**config.mk**
```make
export PLATFORM = sky130hd
export DESIGN_NAME = sveu_alu
export DESIGN_NICKNAME = d
export VERILOG_FILES = /design/src/design/sveu_pkg.sv /design/src/design/sveu_alu.sv
export SDC_FILE = /design/constraint.sdc
export NUM_CORES = 1
export LEC_CHECK = 0
export ABC_CLOCK_PERIOD_IN_PS = 21600
export BUFFER_PORTS_ARGS = -buffer_cell sky130_fd_sc_hd__buf_2
export CAP_MARGIN = 5
export CORE_MARGIN = 1.5
export CORE_UTILIZATION = 65
export DETAILED_ROUTE_END_ITERATION = 12
export GPL_ROUTABILITY_DRIVEN = 0
export PLACE_DENSITY = 0.81
export SYNTH_ARGS = -nofsm -noshare
export SYNTH_HDL_FRONTEND = slang
export SYNTH_SLANG_ARGS = --single-unit
export TNS_END_PERCENT = 50
```
**constraint.sdc**
```tcl
create_clock -name vclk -period 21.6
set_input_delay 1.08 -clock vclk [all_inputs]
set_output_delay 1.08 -clock vclk [all_outputs]
set_load 0.005 [all_outputs]
```
**src/design/sveu_pkg.sv**
```systemverilog
// shared constants, types and helpers of the execute unit
package sveu_pkg;
  localparam int Cores = 4;
  localparam int Lanes = 8;
  localparam int CoreW = 2;
  localparam int LaneW = (Lanes > 1) ? $clog2(Lanes) : 1;
  localparam int SRegs = 256;
  localparam int VRegs = 32;
  localparam int VRegW = 5;
  // both register memories hold 1024 words: {core, reg} and {core, reg, lane}
  localparam int SMemDepth = Cores * SRegs;
  localparam int VMemDepth = Cores * VRegs * Lanes;
  localparam int MemAw = 10;

  localparam logic [7:0] OP_HALT = 8'h00;
  localparam logic [7:0] OP_ADD = 8'h01;
  localparam logic [7:0] OP_SUB = 8'h02;
  localparam logic [7:0] OP_MUL = 8'h03;
  localparam logic [7:0] OP_DIV = 8'h04;
  localparam logic [7:0] OP_MOV = 8'h07;
  localparam logic [7:0] OP_ADDI = 8'h09;
  localparam logic [7:0] OP_SUBI = 8'h0A;
  localparam logic [7:0] OP_MULI = 8'h0B;
  localparam logic [7:0] OP_DIVI = 8'h0C;
  localparam logic [7:0] OP_LDI = 8'h0F;
  localparam logic [7:0] OP_BR_LO = 8'h10;
  localparam logic [7:0] OP_BR_HI = 8'h1E;
  localparam logic [7:0] OP_VADD = 8'h21;
  localparam logic [7:0] OP_VSUB = 8'h22;
  localparam logic [7:0] OP_VMUL = 8'h23;
  localparam logic [7:0] OP_VADDS = 8'h29;
  localparam logic [7:0] OP_VSUBS = 8'h2A;
  localparam logic [7:0] OP_VMULS = 8'h2B;
  localparam logic [3:0] COND_ALWAYS = 4'hE;

  typedef enum logic [1:0] {ALU_ADD, ALU_SUB, ALU_MUL} alu_op_t;

  typedef enum logic [2:0] {
    ST_CLEAR, ST_IDLE, ST_READ, ST_EXEC, ST_DIV, ST_VRD, ST_VLANE, ST_DONE
  } state_t;

  typedef struct packed {
    logic start;
    logic [31:0] dividend;
    logic [31:0] divisor;
  } div_req_t;

  typedef struct packed {
    logic busy;
    logic done;
    logic [31:0] quotient;
  } div_rsp_t;

  // flags packed as {v, c, n, z}
  function automatic logic cond_holds(input logic [3:0] f, input logic [3:0] code);
    logic z, n, c, v, r;
    z = f[0]; n = f[1]; c = f[2]; v = f[3];
    case (code)
      4'h0: r = z;
      4'h1: r = !z;
      4'h2: r = c;
      4'h3: r = !c;
      4'h4: r = n;
      4'h5: r = !n;
      4'h6: r = v;
      4'h7: r = !v;
      4'h8: r = c && !z;
      4'h9: r = !c || z;
      4'hA: r = n == v;
      4'hB: r = n != v;
      4'hC: r = !z && (n == v);
      4'hD: r = z || (n != v);
      COND_ALWAYS: r = 1'b1;
      default: r = 1'b0;
    endcase
    return r;
  endfunction
endpackage

```
**src/design/sveu_alu.sv**
```systemverilog
// shared add, subtract and multiply unit with flag generation
module sveu_alu (
  input  sveu_pkg::alu_op_t op,
  input  logic [31:0]       a,
  input  logic [31:0]       b,
  output logic [31:0]       r,
  output logic [3:0]        flags
);
  import sveu_pkg::*;
  logic [32:0] sum;
  logic [31:0] dif;
  logic [31:0] prod;

  // one result selected per cycle
  always_comb begin
    sum = {1'b0, a} + {1'b0, b};
    dif = a - b;
    prod = a * b;
    flags = '0;
    case (op)
      ALU_ADD: begin
        r = sum[31:0];
        flags[2] = sum[32];
        flags[3] = (a[31] == b[31]) && (r[31] != a[31]);
      end
      ALU_SUB: begin
        r = dif;
        flags[2] = a >= b;
        flags[3] = (a[31] != b[31]) && (r[31] == b[31]);
      end
      ALU_MUL: r = prod;
      default: r = '0;
    endcase
    flags[0] = r == '0;
    flags[1] = r[31];
  end
endmodule

```
==> report_table.html <==
<table>
<tr><th>Metric</th><th>Value</th></tr>
<tr><th colspan="2">Setup path</th></tr>
<tr><td>Largest fanout of any net on the critical path</td><td>24</td></tr>
<tr><td>Critical Path RT</td><td>20,520 ps</td></tr>
<tr><td>Endpoint class of the critical path</td><td>primary output</td></tr>
<tr><td>Crit start category</td><td>input pin</td></tr>
<tr><td>Crit path kind</td><td>in2out</td></tr>
<tr><td>Arrival @ worst endpoint</td><td>slightly above 10,000 ps</td></tr>
<tr><th colspan="2">Yosys</th></tr>
<tr><td>Number of library cell types mapped by synthesis</td><td>83</td></tr>
<tr><td>Synth Area per Inst</td><td>8.35 um^2</td></tr>
<tr><td>Parity-gate share of the synthesized area counting xor and xnor cells</td><td>4.74%</td></tr>
<tr><td>Combinational family with the most area after synthesis</td><td>adder cells</td></tr>
<tr><td>Compound-gate portion of the synthesized area</td><td>about a tenth</td></tr>
<tr><td>Synthesized Nets</td><td>slightly above 3,000</td></tr>
<tr><td>Share of synthesized cell area in full adder, half adder and majority cells</td><td>a little over half</td></tr>
<tr><td>Mux contribution to synthesized area</td><td>0.614%</td></tr>
<tr><td>Simple-gate area share of the yosys netlist</td><td>20.1%</td></tr>
<tr><td>Mapped cell area</td><td>between 15,000 and 20,000 um^2</td></tr>
<tr><td>Yosys warnings</td><td>0</td></tr>
<tr><td>Cells after synthesis</td><td>2,367</td></tr>
<tr><td>Sequential cell area fraction in the yosys report</td><td>0%</td></tr>
<tr><th colspan="2">Routing</th></tr>
<tr><td>Wire length per cell after detailed routing</td><td>22.3 um</td></tr>
<tr><td>Sum of met2 wire segment lengths after detailed routing</td><td>between 20 and 30 mm</td></tr>
<tr><td>Wirelength, routed</td><td>61.3 mm</td></tr>
<tr><td>Vias per Instance</td><td>6.28</td></tr>
<tr><td>TritonRoute pass-1 iters</td><td>6</td></tr>
<tr><td>Top Layer Used</td><td>met5</td></tr>
<tr><td>Number of DRC violations after detailed-routing iteration 0</td><td>1,803</td></tr>
<tr><td>Detail Route Antenna Nets</td><td>0</td></tr>
<tr><td>Vias after detailed routing</td><td>17,200</td></tr>
<tr><td>Metal1 wirelength</td><td>around 22 mm</td></tr>
<tr><td>Routed wl met3</td><td>6.70 mm</td></tr>
<tr><td>DRC</td><td>0</td></tr>
<tr><th colspan="2">Cells and area</th></tr>
<tr><td>Area added between synthesis and finish</td><td>2.95%</td></tr>
<tr><td>Finished Layout Cells</td><td>2,745</td></tr>
<tr><td>Summed area of non-filler cells in the final layout</td><td>20,300 um^2</td></tr>
<tr><td>Fraction of layout instances using a drive strength above 1</td><td>5.61%</td></tr>
<tr><td>Filler cells</td><td>2,460</td></tr>
<tr><td>Footprint of the flip-flops and latches</td><td>0 um^2</td></tr>
<tr><td>N_diodes</td><td>0</td></tr>
<tr><td>Clock buf count</td><td>0</td></tr>
<tr><td># nets final</td><td>3,020</td></tr>
<tr><td>Area occupied by multi-input gates</td><td>17,600 um^2</td></tr>
<tr><td>Number of sequential cells</td><td>0</td></tr>
<tr><th colspan="2">GRT</th></tr>
<tr><td>Vias in the first global route</td><td>approximately 18,000</td></tr>
<tr><td>Maximum number of pins on one net before global-route repair</td><td>between 50 and 60</td></tr>
<tr><td>Overflow left after global routing</td><td>0</td></tr>
<tr><td>Total routing resource utilization after global routing</td><td>40.5%</td></tr>
<tr><td>Wire length of the first global-routing pass</td><td>97.0 mm</td></tr>
<tr><td>Antenna violations before repair</td><td>1</td></tr>
<tr><th colspan="2">Status</th></tr>
<tr><td>Status</td><td>completed</td></tr>
<tr><th colspan="2">Worst hold path</th></tr>
<tr><td>Hold path cells</td><td>5</td></tr>
<tr><td>End point of the worst hold path</td><td>flags[3]</td></tr>
<tr><td>HP Class</td><td>in2out</td></tr>
<tr><td>Worst hold path startpoint</td><td>a[31]</td></tr>
<tr><th colspan="2">Place</th></tr>
<tr><td>Total placed cells including tap cells</td><td>2,745</td></tr>
<tr><td>Number of input and output port buffers inserted</td><td>slightly above 100</td></tr>
<tr><td>Placed Instance Area</td><td>around 20,000 um^2</td></tr>
<tr><td>HPWL after detailed placement</td><td>46.8 mm</td></tr>
<tr><th colspan="2">Timing</th></tr>
<tr><td>Worst hold slack across all endpoints</td><td>2600 ps</td></tr>
<tr><td>Max-Slew Margin vs Limit</td><td>26.1%</td></tr>
<tr><td>Transition time at the pin with the least slew margin</td><td>around 1100 ps</td></tr>
<tr><td>Final worst path period need</td><td>roughly 11,000 ps</td></tr>
<tr><td>Final-report hold violation count</td><td>0</td></tr>
<tr><td>Unrepaired setup endpoints after global routing</td><td>false</td></tr>
<tr><td>Sum of negative setup slack</td><td>0 ps</td></tr>
<tr><td>Slew Limit Fails</td><td>0</td></tr>
<tr><td>Upper clock frequency limit</td><td>88.2 MHz</td></tr>
<tr><td>Final setup violating endpoints</td><td>0</td></tr>
<tr><td>Final Cycle Share</td><td>around 52%</td></tr>
<tr><th colspan="2">Clock network</th></tr>
<tr><td>Setup Fix Bufs, Post-CTS</td><td>0</td></tr>
<tr><td>Resized Gates After CTS</td><td>0</td></tr>
<tr><td>Number of buffers inserted by hold repair at cts</td><td>0</td></tr>
<tr><th colspan="2">Floorplan</th></tr>
<tr><td>Total I/O pin count</td><td>slightly above 100</td></tr>
<tr><td>Die Area</td><td>roughly 31,000 um^2</td></tr>
<tr><td>Die Ht</td><td>177 um</td></tr>
<tr><td>Die width</td><td>177 um</td></tr>
<tr><td>Starting Density</td><td>about 66%</td></tr>
<tr><td>Core Region</td><td>29,800 um^2</td></tr>
<tr><td>Std cell rows</td><td>63</td></tr>
<tr><th colspan="2">Flow run</th></tr>
<tr><td>Number of max-cap violations</td><td>0</td></tr>
</table>
Yosys cell counts, types with 15 or more instances:
master | n | area [um^2]
sky130_fd_sc_hd__and2_1 | 275 | 1720
sky130_fd_sc_hd__a21oi_1 | 76 | 380
sky130_fd_sc_hd__nand2_1 | 261 | 980
sky130_fd_sc_hd__nor2_1 | 107 | 402
sky130_fd_sc_hd__a211oi_1 | 15 | 113
sky130_fd_sc_hd__fa_1 | 410 | 8210
sky130_fd_sc_hd__xor2_1 | 24 | 210
sky130_fd_sc_hd__nand3_1 | 28 | 140
sky130_fd_sc_hd__o21ai_0 | 51 | 255
sky130_fd_sc_hd__ha_1 | 187 | 2340
sky130_fd_sc_hd__nor3_1 | 30 | 150
sky130_fd_sc_hd__inv_1 | 450 | 1690
sky130_fd_sc_hd__xnor2_1 | 83 | 727
sky130_fd_sc_hd__clkbuf_1 | 113 | 424
worst max-delay path: stages:
cell and delay, ps:
sky130_fd_sc_hd__buf_2 580, sky130_fd_sc_hd__ha_1 390, sky130_fd_sc_hd__inv_1 130, sky130_fd_sc_hd__fa_1 370
sky130_fd_sc_hd__inv_1 70, sky130_fd_sc_hd__fa_1 430, sky130_fd_sc_hd__fa_1 510, sky130_fd_sc_hd__inv_1 50
sky130_fd_sc_hd__fa_1 480, sky130_fd_sc_hd__inv_1 50, sky130_fd_sc_hd__fa_1 490, sky130_fd_sc_hd__fa_1 460
sky130_fd_sc_hd__fa_1 530, sky130_fd_sc_hd__fa_1 420, sky130_fd_sc_hd__ha_1 380, sky130_fd_sc_hd__nand4_1 160
sky130_fd_sc_hd__nor2_1 180, sky130_fd_sc_hd__nand3_1 130, sky130_fd_sc_hd__o31ai_1 220, sky130_fd_sc_hd__a21oi_1 130
sky130_fd_sc_hd__o21ai_0 550, sky130_fd_sc_hd__mux2i_1 170, sky130_fd_sc_hd__or4_4 550, sky130_fd_sc_hd__or4_1 520
sky130_fd_sc_hd__or4_1 490, sky130_fd_sc_hd__or4b_1 490, sky130_fd_sc_hd__nor3_2 110, sky130_fd_sc_hd__buf_2 130
final cells by class:
type | instances | share of cell area (%)
multi-input combinational | 1790 | 86.4
inverter | 454 | 8.38
timing repair buffer | 111 | 2.84
tap | 390 | 2.40
worst max path at each step:
stage / slack [ps] / start / cells after the start / to
3_5_place_dp: 10440 / a[9] / 28 / flags[0]
6_report: 10270 / a[9] / 28 / flags[0]
3_3_place_gp: 10540 / a[9] / 28 / flags[0]
4_1_cts: 10410 / a[9] / 28 / flags[0]
2_1_floorplan: 11380 / a[11] / 29 / flags[0]
5_1_grt: 9930 / a[9] / 28 / flags[0]
per-layer routing:
metal / vias up / track usage, %
met5: - / 0
met4: 2 / 23.1
met3: 319 / 6.38
met2: 1167 / 66.7
met1: 8424 / 51.0
li1: 7321 / -
metrics by stage:
step / setup slack, ps / utilization, %
finish: 10270 / 68.3
global route: 9930 / 68.3
CTS: 10410 / 68.3
detailed placement: 10440 / 68.3
global placement: 10540 / 68.3
floorplan: 11380 / -
cell families after synthesis:
| family | count (synthesis) |
|---|---|
| fa+ha+maj | 597 |
| buf+inv | 577 |
| compound gates | 287 |
| simple gates | 787 |
| mux | 12 |
| xor+xnor | 107 |
cell usage in the layout, fill, tap and decap left out, types with 12 or more instances in the layout:
| cell | count |
|---|---|
| sky130_fd_sc_hd__inv_1 | 450 |
| sky130_fd_sc_hd__fa_1 | 410 |
| sky130_fd_sc_hd__and2_1 | 275 |
| sky130_fd_sc_hd__nand2_1 | 261 |
| sky130_fd_sc_hd__ha_1 | 187 |
| sky130_fd_sc_hd__nor2_1 | 107 |
| sky130_fd_sc_hd__buf_2 | 102 |
| sky130_fd_sc_hd__xnor2_1 | 83 |
| sky130_fd_sc_hd__a21oi_1 | 76 |
| sky130_fd_sc_hd__o21ai_0 | 51 |
| sky130_fd_sc_hd__nor3_1 | 30 |
| sky130_fd_sc_hd__nand3_1 | 28 |
| sky130_fd_sc_hd__xor2_1 | 24 |
| sky130_fd_sc_hd__a211oi_1 | 15 |
| sky130_fd_sc_hd__a21o_1 | 13 |
| sky130_fd_sc_hd__o21a_1 | 13 |
| sky130_fd_sc_hd__nor2b_1 | 12 |
| sky130_fd_sc_hd__or3_1 | 12 |
| sky130_fd_sc_hd__o31ai_1 | 12 |
Power is not shown: default switching activity piles up to over one toggle a cycle in this logic, so the estimate is an artifact.
