`src/design/sveu_pkg.sv`:
```
// shared constants, types and helpers of the execute unit
package sveu_pkg;
  localparam int Cores = 4;
  localparam int Lanes = 8;
  localparam int CoreW = 2;
  localparam int LaneW = (Lanes > 1) ? $clog2(Lanes) : 1;
  localparam int SRegs = 256;
  localparam int VRegs = 32;
  localparam int VRegW = 5;
  // both register memories hold 1024 words: {core, reg} and {core, reg, lane}
  localparam int SMemDepth = Cores * SRegs;
  localparam int VMemDepth = Cores * VRegs * Lanes;
  localparam int MemAw = 10;

  localparam logic [7:0] OP_HALT = 8'h00;
  localparam logic [7:0] OP_ADD = 8'h01;
  localparam logic [7:0] OP_SUB = 8'h02;
  localparam logic [7:0] OP_MUL = 8'h03;
  localparam logic [7:0] OP_DIV = 8'h04;
  localparam logic [7:0] OP_MOV = 8'h07;
  localparam logic [7:0] OP_ADDI = 8'h09;
  localparam logic [7:0] OP_SUBI = 8'h0A;
  localparam logic [7:0] OP_MULI = 8'h0B;
  localparam logic [7:0] OP_DIVI = 8'h0C;
  localparam logic [7:0] OP_LDI = 8'h0F;
  localparam logic [7:0] OP_BR_LO = 8'h10;
  localparam logic [7:0] OP_BR_HI = 8'h1E;
  localparam logic [7:0] OP_VADD = 8'h21;
  localparam logic [7:0] OP_VSUB = 8'h22;
  localparam logic [7:0] OP_VMUL = 8'h23;
  localparam logic [7:0] OP_VADDS = 8'h29;
  localparam logic [7:0] OP_VSUBS = 8'h2A;
  localparam logic [7:0] OP_VMULS = 8'h2B;
  localparam logic [3:0] COND_ALWAYS = 4'hE;

  typedef enum logic [1:0] {ALU_ADD, ALU_SUB, ALU_MUL} alu_op_t;

  typedef enum logic [2:0] {
    ST_CLEAR, ST_IDLE, ST_READ, ST_EXEC, ST_DIV, ST_VRD, ST_VLANE, ST_DONE
  } state_t;

  typedef struct packed {
    logic start;
    logic [31:0] dividend;
    logic [31:0] divisor;
  } div_req_t;

  typedef struct packed {
    logic busy;
    logic done;
    logic [31:0] quotient;
  } div_rsp_t;

  // flags packed as {v, c, n, z}
  function automatic logic cond_holds(input logic [3:0] f, input logic [3:0] code);
    logic z, n, c, v, r;
    z = f[0]; n = f[1]; c = f[2]; v = f[3];
    case (code)
      4'h0: r = z;
      4'h1: r = !z;
      4'h2: r = c;
      4'h3: r = !c;
      4'h4: r = n;
      4'h5: r = !n;
      4'h6: r = v;
      4'h7: r = !v;
      4'h8: r = c && !z;
      4'h9: r = !c || z;
      4'hA: r = n == v;
      4'hB: r = n != v;
      4'hC: r = !z && (n == v);
      4'hD: r = z || (n != v);
      COND_ALWAYS: r = 1'b1;
      default: r = 1'b0;
    endcase
    return r;
  endfunction
endpackage

```
`src/design/sveu_div.sv`:
```
// radix-2 signed divider, one quotient bit per cycle
module sveu_div (
  input  logic               clk,
  input  logic               rst,
  input  sveu_pkg::div_req_t req,
  output sveu_pkg::div_rsp_t rsp
);
  import sveu_pkg::*;
  logic [31:0] rem, quo, dvs;
  logic [5:0] cnt;
  logic neg, busy, done;
  logic [32:0] trial;
  logic [31:0] rem_sh;
  logic [31:0] ua, ub;

  always_comb begin
    ua = req.dividend[31] ? (~req.dividend + 32'd1) : req.dividend;
    ub = req.divisor[31] ? (~req.divisor + 32'd1) : req.divisor;
    rem_sh = {rem[30:0], quo[31]};
    trial = {1'b0, rem_sh} - {1'b0, dvs};
  end

  // shift-subtract loop
  always_ff @(posedge clk) begin
    if (rst) begin
      busy <= 1'b0;
      done <= 1'b0;
      cnt <= '0;
    end else begin
      done <= 1'b0;
      if (req.start) begin
        busy <= 1'b1;
        cnt <= 6'd32;
        rem <= '0;
        quo <= ua;
        dvs <= ub;
        neg <= req.dividend[31] ^ req.divisor[31];
      end else if (busy) begin
        if (trial[32]) begin
          rem <= rem_sh;
          quo <= {quo[30:0], 1'b0};
        end else begin
          rem <= trial[31:0];
          quo <= {quo[30:0], 1'b1};
        end
        cnt <= cnt - 6'd1;
        if (cnt == 6'd1) begin
          busy <= 1'b0;
          done <= 1'b1;
        end
      end
    end
  end

  assign rsp.busy = busy;
  assign rsp.done = done;
  assign rsp.quotient = neg ? (~quo + 32'd1) : quo;
endmodule

```
`config.mk`:
```
export PLATFORM = sky130hd
export DESIGN_NAME = sveu_div
export DESIGN_NICKNAME = d
export VERILOG_FILES = /design/src/design/sveu_pkg.sv /design/src/design/sveu_div.sv
export SDC_FILE = /design/constraint.sdc
export NUM_CORES = 1
export LEC_CHECK = 0
export BUFFER_PORTS_ARGS = -buffer_cell sky130_fd_sc_hd__buf_4
export CAP_MARGIN = 25
export CORE_UTILIZATION = 45
export CTS_BUF_LIST = sky130_fd_sc_hd__clkbuf_4 sky130_fd_sc_hd__clkbuf_8
export DETAILED_ROUTE_END_ITERATION = 10
export GPL_TIMING_DRIVEN = 0
export PLACE_DENSITY = 0.66
export SLEW_MARGIN = 20
export SYNTH_ARGS = -nofsm -noshare
export SYNTH_HDL_FRONTEND = slang
export SYNTH_SLANG_ARGS = --single-unit
```
`constraint.sdc`:
```
create_clock -name clk -period 4 [get_ports clk]
set_input_delay 0.4 -clock clk [delete_from_list [all_inputs] [get_ports clk]]
set_output_delay 0.4 -clock clk [all_outputs]
set_load 0.02 [all_outputs]
```
==> results of run 1 <==
[per-stage QoR]
step	setup slack, ps	total power [mW]	cell area [sq um]	TNS (ps)
detailed placement	-146	2.47	8890	-355
global placement	-1820	2.45	8800	-114670
finish	19.9	3.18	9240	0
global route	-83.7	3.35	9240	-234
CTS	14.4	3.17	9160	0
floorplan	132	2.12	7770	0
[area by class of cell]
type	instances	area [sq um]
well taps	220	275
clock inverters	7	78.8
clock buffers	9	124
fillers	1561	7460
repair buffers	114	906
plain buffers	35	148
flip-flops and latches	104	3040
inverters	52	195
multi-input cells	657	4470
[critical path, delay by kind of cell, from the launching register on]
kind / cells / cell delay (ps)
AO/OA/AOI/OAI: 1 / 250
buffers and inverters: 1 / 160
AND/OR/NAND/NOR: 6 / 2160
flip-flops: 1 / 460
XOR/XNOR: 1 / 160
[state kept, by name, indices dropped and copies added, names as in the netlist]
register  cells
cnt           6
quo          32
dvs          32
rem          31
neg           1
busy          1
done          1
[per-layer routing]
metal,vias to the layer above,GRT usage [%]
li1,3347,-
met1,3154,31.9
met2,233,35.8
met3,31,4.72
met4,0,8.78
met5,-,0
[how the worst max path moves through the flow]
stage / end / slack [ps] / from
floorplan: quo[0] / 130 / req[64]
global placement: quo[1] / -1820 / req[64]
detailed placement: rem[22] / -150 / quo[31]
CTS: rsp[29] / 10 / quo[3]
global route: rsp[29] / -80 / quo[8]
finish: rsp[29] / 20 / quo[8]
[logic make-up after synthesis]
group	count (synthesis)	share of synthesized area (%)
DFF	104	39.1
xor gates and xnor gates	113	12.7
muxes	20	2.59
adders and majority gates	38	6.21
AOI/OAI and AO/OA	215	17.8
buffers and inverters	87	4.38
and+or+nand+nor	271	17.1
[timing repair]
item | 4_1_cts | 5_1_grt
pin swaps | 1 | 4
endpoints found under the setup margin | 25 | 26
setup buffers | 5 | 5
cloned | 0 | 0
gates resized for setup | 5 | 8
[synthesized netlist by cell type (all sizes together) (2+ instances only)]
| cell type | instances |
|---|---|
| xor2 | 40 |
| a31oi | 3 |
| nand3 | 13 |
| a21o | 5 |
| dfxtp | 8 |
| o31ai | 29 |
| a21boi | 2 |
| a2111o | 3 |
| nor3 | 17 |
| a2111oi | 2 |
| o21ai | 51 |
| and2 | 5 |
| o21bai | 3 |
| or4 | 15 |
| or3 | 18 |
| xnor2 | 73 |
| and4 | 2 |
| nand4 | 8 |
| o21a | 9 |
| buf | 7 |
| nand4b | 4 |
| o2111ai | 2 |
| inv | 51 |
| o31a | 3 |
| o221ai | 3 |
| nand2b | 5 |
| or2 | 4 |
| ha | 37 |
| clkbuf | 28 |
| a221oi | 2 |
| nand2 | 72 |
| edfxtp | 96 |
| nand3b | 2 |
| mux2i | 19 |
| o211ai | 5 |
| a211oi | 8 |
| nor2 | 85 |
| and3 | 4 |
| nor4b | 2 |
| a22oi | 2 |
| nor4 | 4 |
| o41ai | 10 |
| a21oi | 66 |
| nor2b | 10 |
[power by group]
| group | switching, mW | total [mW] | internal [mW] |
|---|---|---|---|
| clock | 0.405 | 0.701 | 0.296 |
| sequential | 0.0637 | 1.37 | 1.30 |
| combinational | 0.635 | 1.11 | 0.472 |
| total | 1.10 | 3.18 | 2.07 |
==> summary by stage, run 1 <==
Clock tree
CTS placed an instance of clkbuf_8 at the clock tree root. The number of buffers inserted by hold repair at cts is 0. The maximum buffer depth of the clock tree is 2.

CTS saw 104 sinks. The later-pin clock latency in the skew report is 400 ps. Clock-pin slew was measured on the worst setup and hold paths at 110 ps. TritonCTS built the clock tree. The H-tree depth is 3. In this run, CTS created clock tree buffers numbering 9.

STA
The time the worst path needs with I/O delays and setup is 3980 ps. The worst hold slack is 224 ps. The total count of max-transition violations in the final report is 0. Setup violations remaining at the end of the flow were counted as 0.

The measured slew at the worst slew-check pin is 792 ps. The hold violation count in the final report came to 0. Static timing analysis puts the maximum clock frequency at 251 MHz. The final critical path takes up 99.5% of the cycle. The final clock skew is 18.1 ps. Setup repair after global routing could not meet its margin everywhere. Measured against its own limit, the worst slew margin works out to 45.8%.

Yosys
The synthesized design contains 104 register bits. The number of nets in the synthesized netlist is 953. Counting every instance in the synthesized netlist gives 848.

The fraction of synthesis flops using an asynchronous set or reset pin is 0%. Yosys printed 0 warnings. The most used flip-flop cell after synthesis is edfxtp_1.

The netlist uses 62 different library cells. The summed instance area of the synthesized netlist is 7770 sq um. The leading area contributor after synthesis is edfxtp_1. In the post-synthesis netlist, the biggest area contributors are edfxtp_1 (37%), xnor2_1 (8.2%), ha_1 (6.0%), xor2_1 (4.5%), a21oi_1 (4.2%). The average instance area after synthesis is 9.17 sq um. The synthesized design contains 96 enable-type register cells. The fraction of the yosys area taken by sequential cells is 39.2%.

The area share of the leading cell type in the synthesized netlist is 37.1%.

Finish
The ratio of cells with drive above 1 in the final layout is 16.4%. The final standard cell count with taps included and fillers excluded is 1,198. The most common cell after layout, fill and taps aside is buf_4.

Measured on the finished design, the core utilization comes to 55.3%. Leaving out fill and tap cells, the most frequent cells in the layout are buf_4 (113), edfxtp_1 (96), nor2_1 (83). The repair_antennas step left the layout with diodes totalling 0.

The area growth from synthesis to layout is 18.9%. The number of nets in the final layout is 1,078.

Worst hold path
In this run the most critical hold path is launched from req[0]. The tightest min-delay check is of the primary input to register type. Counting instances, the worst hold path has a depth of 1. The worst hold path terminates at dvs[0].

Global routing
The initial antenna violation count is 0. The sum of overflow across all layers after global routing is 0. The global-route wire length before repair is 32.2 mm. The pin count of the biggest net entering global routing is 27.

The via count of the first global-routing pass came to 6,377. The overall track demand over capacity in global routing is 23.2%.

Power and ir drop
The power per cell area is 344 nW/um^2. The analysis attributes to cell leakage a power of 3.56 nW. Across the VDD grid, the largest voltage drop is 0.179 mV.

Setup path
The peak fanout along the critical path is 3. The worst setup path is captured at an output pin. Walking the worst path, the cells encountered are nor4_4 -> nand4b_1 -> or3_4 -> or3_4 -> or4_4 -> or4_4 -> o41ai_2 -> xnor2_1 -> buf_4.

The arrival time reported for the critical path endpoint is 3580 ps. The slowest cell on the critical path is or4_4. The critical path class is register to output pin. Counting cells, the worst reg-to-reg path comes to 11.

In this run the critical register-to-register path is captured at rem[30]. The worst stage delay on the critical path is 470 ps. For flop-to-flop paths, the worst setup slack is 330 ps. The element type at the critical path start is a register. The reg-to-reg critical path startpoint is quo[31]. At the worst endpoint, the required time is 3600 ps.

Route
The number of design-rule violations left by the first detailed-router iteration is 500. The wire length on met3 is 1.35 mm. The total routed wire length on the met1 layer is 9.35 mm. The highest metal layer carrying signal wires in the routed design is met4. Using the TritonRoute via totals, the vias-per-cell ratio works out to 5.65. The routed design uses 9.07 mm of met2 wire. The detailed-route via count is 6,765. Wires add up to 20.2 mm.

In the final routed layout, each cell accounts on average for 16.8 microns. The remaining design rule violation count is 0. The first detailed-routing pass took 5 iterations. Once detail routing completed, the nets flagged for antenna violations numbered 0.

Placed design
The number of I/O port buffers is 100. The HPWL after detailed placement is 15.1 mm. After detailed placement, the design holds a cell count of 1,172.

The weighted congestion reported at the end of routability-driven placement is 0.881.

Floorplan
Once the floorplan was initialized, standard cells occupied 46.5% of the core. After floorplanning, the core was sized to cover 16,700 sq um. The placement row count is 47. The I/O pin count is 101. The vertical die dimension is 133 microns. The floorplan step defined a die boundary enclosing 17,800 sq um. The chip width is 133 microns.

Job
Across the run, the number of max-cap violations was 0.

Run status
The flow ran to the end, and the final reports show no timing, DRC or antenna violations.
No activity file was read; power rests on OpenSTA's default activity.
==> run 2, diff against run 1 <==
CORE_MARGIN = 2   (was default)
PLACE_DENSITY = default   (was 0.66)
PLACE_DENSITY_LB_ADDON = 0.1   (was default)
==> summary by stage, run 2 (synthesized netlist as in run 1, its figures left out) <==
Global routing
The global-route wire length before repair is 30.6 mm (-5.1%). The pin count of the biggest net entering global routing is 29 (+7.4%). The initial antenna violation count was 0 (unchanged). The sum of overflow across all layers after global routing is 0 (unchanged). The overall track demand over capacity in global routing is 21.1% (-2.1 points). The via count of the first global-routing pass was 6,214 (-2.6%).

Route
The average wire per standard cell is 15.7 microns (-6.6%). The first-pass iteration count of the detailed router was 5 (unchanged). The remaining antenna violation count after routing was 0 (unchanged). The via density per instance is 5.40 (-4.4%).

The remaining design rule violation count was 0 (unchanged). The detailed-route via count is 6,488 (-4.1%). The number of design-rule violations left by the first detailed-router iteration came to 440 (-12%). The final wirelength is 18.9 mm (-6.2%).

STA
The worst slew margin relative to its limit came to 49.4% (+3.6 points). The fraction of the cycle the final worst path needs is 98.8% (-0.67 points). The final number of setup-violating endpoints was 0 (unchanged). The worst hold slack is 248 ps (+23.6 ps). The hold violation count in the final report is 0 (unchanged). The total count of max-transition violations in the final report is 0 (unchanged).

The measured slew at the worst slew-check pin is 759 ps (-33.6 ps). The final total negative setup slack came to 0 ps (unchanged). The final clock skew is 26.1 ps (+7.98 ps). Setup repair after global routing could not meet its margin everywhere. The fmax is 253 MHz (+0.67%). The time the worst path needs with I/O delays and setup is 3950 ps (-26.6 ps).

Setup path
The number of buffers and inverters on the critical path is 1 (unchanged). The arrival time reported for the critical path endpoint is 3550 ps (-30 ps). The element type at the critical path start is a register. The family of cells with the greatest summed delay on the critical path is simple AND/OR/NAND/NOR gates. The worst stage delay on the critical path is 450 ps (-20 ps). The total number of cells along the worst setup path is 9 (unchanged). The critical path class is register to output pin.

The peak fanout along the critical path came to 4 (+1). Among the stages of the critical path, the cell type that occurs most often is or4_4. For this design, the slowest cell found on the critical path is or4_4. Walking the worst path, the cells encountered are nor4_4 -> nand4b_1 -> or3_4 -> or3_1 -> or4_4 -> or4_4 -> o41ai_2 -> xnor2_1 -> buf_4. The count of cells along the worst register-to-register path came to 12 (+1). The required time at the endpoint of the critical path is 3600 ps (about the same). The worst setup path is captured at an output pin.

Power and ir drop
The part of the total power dissipated in the clock network was 22.6% (+0.5 points). The switching component of the power is 1.05 mW (-4.8%). The leakage power is 3.58 nW (+0.46%). The power per cell area is 344 nW/um^2 (about the same).

The total internal power is 2.13 mW (+3.0%). The fraction of power spent switching nets is 33.0% (-1.8 points). The share of total power in combinational logic came to 34.3% (-0.6 points). The peak supply drop was 0.144 mV (-20%). The portion of total power attributed to sequential cells was 43.0% (about the same).

Clock tree
The number of buffers inserted by hold repair at cts is 0 (unchanged). The number of clock sinks seen by CTS is 104 (unchanged). The H-tree depth is 3 (unchanged). The number of buffers added by the clock tree synthesis step is 9 (unchanged). The clock-pin slew on the worst setup and hold paths is 100 ps (about the same). The TritonCTS clock tree is yes. The maximum buffer depth of the clock tree is 2 (unchanged). The later-pin clock latency in the skew report is 380 ps (-20 ps). In this run the clock root is driven by a clkbuf_8.

Finish
The final core area utilization is 54.1% (-1.2 points). The ratio of cells with drive above 1 in the final layout is 16.3% (-0.086 points). Leaving out fill and tap cells, the most frequent cell in the layout is buf_4. The largest registers in the layout are dvs: 32 flops, quo: 32 flops, rem: 31 flops. Relative to the synthesized area, the layout overhead comes to 19.1%. The number of nets in the final layout is 1,077 (-0.093%). Leaving out fill and tap cells, the most frequent cells in the layout are buf_4 (112), edfxtp_1 (96), nor2_1 (83). The count of antenna diodes in the layout is 0 (unchanged). The final standard cell area without fillers came to 9250 sq um (+0.18%).

Floorplan
The floorplan die area came to 18,300 sq um (+3.0%). The initial standard-cell utilization of the core is 45.4% (-1.1 points). The placement row count came to 48 (+2.1%). The total core area is 17,100 sq um (+2.5%). The I/O pin count is 101 (unchanged). The chip width is 135 microns (+1.5%). The vertical die dimension is 135 microns (+1.5%).

Placed design
The number of I/O port buffers is 100 (unchanged). The post-placement cell area is 8890 sq um (about the same). The weighted congestion reported at the end of routability-driven placement is 0.893 (+1.4%). The half-perimeter wire length after placement is 14.9 mm (-1.8%).

Worst hold path
The min-delay analysis places its worst path in the category primary input to register. The worst hold path depth is 1 (unchanged).

Run status
The flow ran to the end, and the final reports show no timing, DRC or antenna violations.

Job
The reported max-cap violation count was 0 (unchanged).
## run 2: cell types whose count changed in the layout (fill, tap and decap cells not counted), sizes merged
cell,change
buf,-2
bufinv,+1
clkinv,-1
dlymetal6s2s,+1
## run 2: path summary, 6_finish.rpt
kind           start       to  slack, ps
min           req[0]   dvs[0]        250
max           quo[3]  rsp[29]         50
min reg2reg   cnt[0]   cnt[0]        500
max reg2reg  quo[31]  rem[14]        270
## run 2: repair_timing
action	in CTS	in global routing
setup buffers	6	3
setup endpoints to repair	32	14
pin swaps	1	2
gates resized for setup	5	8
## run 2: stage by stage
stage,setup slack [ps],instances,total power [mW]
floorplan,132,848,2.12
finish,46.6,1202,3.18
global placement,-1660,1173,2.45
detailed placement,-158,1176,2.46
global route,-115,1202,3.38
CTS,-13.3,1198,3.20
## run 2: cell type report
| type | count | area (sq um) |
|---|---|---|
| clock buffer | 9 | 124 |
| timing repair buffer | 113 | 906 |
| clock inverter | 7 | 92.6 |
| sequential | 104 | 3040 |
| buffer | 35 | 148 |
| tap | 225 | 282 |
| multi-input combinational | 657 | 4460 |
| fill | 1638 | 7860 |
| inverter | 52 | 195 |
## run 2: routing by layer
layer  up-vias  routed length (microns)  GRT usage [%]
li1       3331                        -              -
met1      2998                     8980           27.9
met2       141                     8880           36.1
met3        18                      742           2.32
met4         0                      318           7.12
met5         -                        0              0
## run 2: power groups by stage
stage	clock network, mW	logic (mW)	registers [mW]
finish	0.721	1.09	1.37
global route	0.784	1.22	1.38
CTS	0.750	1.08	1.37
detailed placement	0	1.07	1.39
global placement	0	1.05	1.40
floorplan	0	0.742	1.37
==> run 3, diff against run 2 <==
ABC_CLOCK_PERIOD_IN_PS = 5000   (was default)
clock period = 5 ns   (was 4 ns; I/O delays follow)
==> summary by stage, run 3 (synthesized netlist as in run 1, its figures left out) <==
Finish
The most common cell after layout, fill and taps aside is buf_4. The number of nets in the final layout is 1,068 (-0.84%). The count of antenna diodes in the layout is 0 (unchanged). The ratio of cells with drive above 1 in the final layout is 14.6% (-1.7 points).

In the final layout, the registers with the most flip-flops are dvs: 32 flops, quo: 32 flops, rem: 31 flops. The multi-input combinational cell area came to 4410 sq um (-1.2%). The count of fill cells added during filler insertion came to 1,650 (+0.73%). The sequential cell area in the final layout is 3040 sq um (unchanged). The final standard cell area without fillers is 9130 sq um (-1.4%). Compared with the post-synthesis result, the final layout area differs by 17.5%.

The final standard cell count with taps included and fillers excluded is 1,193 (-0.75%). In the layout the commonest cells are buf_4 (103), edfxtp_1 (96), nor2_1 (83).

Route
The via density per instance is 5.44 (+0.74%). The remaining design rule violation count is 0 (unchanged). The remaining antenna violation count after routing is 0 (unchanged). The detailed-route via count was 6,487 (-0.015%). The final wirelength was 18.7 mm (-1.3%). The average wire per standard cell is 15.7 microns (-0.51%). The number of design-rule violations left by the first detailed-router iteration is 423 (-3.9%). The first-pass iteration count of the detailed router is 5 (unchanged).

Global routing
The initial antenna violation count is 0 (unchanged). The via count of the first global-routing pass is 6,174 (-0.64%). The global-route wire length before repair is 30.5 mm (-0.45%). The overall track demand over capacity in global routing is 21.0% (-0.088 points).

The sum of overflow across all layers after global routing is 0 (unchanged). The pin count of the biggest net entering global routing came to 29 (unchanged).

Clock tree
The clock-pin slew on the worst setup and hold paths is 100 ps (about the same). The maximum buffer depth of the clock tree is 2 (unchanged). The clock root buffer is clkbuf_8.

The number of clock sinks seen by CTS was 104 (unchanged). The number of buffers added by the clock tree synthesis step is 9 (unchanged). The post-CTS setup repair buffer count is 0 (-6). The number of resized instances in the post-cts repair step is 0 (-5).

The later-pin clock latency in the skew report is 380 ps (about the same). TritonCTS built the clock tree. The number of buffers inserted by hold repair at cts is 0 (unchanged). The H-tree depth is 3 (unchanged).

Power and ir drop
The switching component of the power is 832 uW (-21%). The leakage power is 3.52 nW (-1.7%). The portion of total power attributed to sequential cells is 43.4% (+0.4 points). The power per cell area is 277 nW/um^2 (-19%). The fraction of power spent switching nets is 32.9% (-0.084 points). The peak supply drop was 0.115 mV (-20%).

The part of the total power dissipated in the clock network was 22.8% (+0.2 points). The total internal power was 1.70 mW (-20%). The share of total power in combinational logic came to 33.9% (-0.4 points).

Setup path
The worst stage delay on the critical path is 460 ps (about the same). The reg-to-reg setup timing slack is 820 ps (+550 ps). STA classifies the critical path startpoint as a register. The critical path in this run is classified as register to output pin.

The peak fanout along the critical path is 4 (unchanged). On the critical path, the stage with the largest delay is an instance of edfxtp_1. The cell type with the highest occurrence count on the critical path is or3_1. STA classifies the critical path endpoint as an output pin. The required time at the endpoint of the critical path came to 4500 ps (+900 ps). The arrival time reported for the critical path endpoint is 3720 ps (+170 ps). Walking the worst path, the cells encountered are nor4_1 -> nand4b_1 -> or3_1 -> or3_1 -> or4_1 -> or4_4 -> o41ai_2 -> xnor2_1 -> buf_4.

Floorplan
The placement row count is 48 (unchanged). The I/O pin count is 101 (unchanged). The vertical die dimension is 135 microns (unchanged). The chip width is 135 microns (unchanged). The total core area is 17,100 sq um (unchanged).

The floorplan die area came to 18,300 sq um (unchanged). The initial standard-cell utilization of the core was 45.4% (unchanged).

Placed design
The post-placement cell area came to 8890 sq um (unchanged). The half-perimeter wire length after placement is 14.9 mm (unchanged). The number of I/O port buffers is 100 (unchanged). The weighted congestion reported at the end of routability-driven placement came to 0.893 (unchanged). The total instance count after detailed placement is 1,176 (unchanged).

Worst hold path
The worst min-delay path class is primary input to register.

STA
The final clock skew is 23.7 ps (-2.40 ps). The total count of max-transition violations in the final report is 0 (unchanged). The measured slew at the worst slew-check pin is 919 ps (+160 ps). In the finished design, the share of the clock period the worst path needs comes to 84.5%. Static timing analysis puts the maximum clock frequency at 237 MHz. The hold violation count in the final report is 0 (unchanged). The time the worst path needs with I/O delays and setup is 4220 ps. Setup repair after global routing left no endpoint under its margin.

The worst slew margin relative to its limit is 38.8% (-11 points). The final total negative setup slack was 0 ps (unchanged). The final number of setup-violating endpoints is 0 (unchanged).

Run status
The run finished with clean final reports.

Job
The reported max-cap violation count is 0 (unchanged).
run 3: path summary, 6_finish.rpt:
path | from | to | cells past startpoint
worst max register to register | quo[31] | rem[27] | 12
worst min-delay path | req[0] | dvs[0] | 1
worst min register to register | cnt[0] | cnt[0] | 2
worst max-delay path | quo[5] | rsp[29] | 9
run 3: through the flow:
step | power (mW) | setup slack, ps | utilization, % | hold slack (ps)
2_1_floorplan | 1.69 | 1030 | - | 467
3_3_place_gp | 1.96 | -758 | 51.4 | 484
3_5_place_dp | 1.97 | 842 | 52.0 | 494
4_1_cts | 2.55 | 705 | 53.2 | 322
5_1_grt | 2.69 | 522 | 53.3 | 323
6_report | 2.53 | 777 | 53.3 | 347
run 3: critical path, delay by kind of cell, from the launching register on:
family,cells,cell delay [ps]
and+or+nand+nor,6,2310
AOI/OAI and AO/OA,1,240
DFF,1,460
xor gates and xnor gates,1,160
buffers and inverters,1,160
run 3: area by class of cell:
| cell class | instances | share of cell area [%] |
|---|---|---|
| Timing Repair Buffer | 104 | 9.18 |
| Tap cell | 225 | 3.08 |
| Sequential cell | 104 | 33.3 |
| Inverter | 52 | 2.14 |
| Clock buffer | 9 | 1.36 |
| Buffer | 35 | 1.59 |
| Multi-Input combinational cell | 657 | 48.3 |
| Clock inverter | 7 | 1.01 |
run 3: power by group through the flow:
stage / combinational, mW / clock, mW / sequential [mW]
after CTS: 0.856 / 0.600 / 1.10
final: 0.857 / 0.576 / 1.10
after global routing: 0.955 / 0.628 / 1.11
after detailed placement: 0.853 / 0 / 1.12
after global placement: 0.837 / 0 / 1.12
after floorplan: 0.593 / 0 / 1.10
run 3: routing by layer:
metal  GRT usage [%]  wire [microns]  vias up
li1                -               -     3318
met1            27.9            8970     2996
met2            35.5            8630      147
met3            2.32             651       26
met4            7.64             424        0
met5               0               0        -
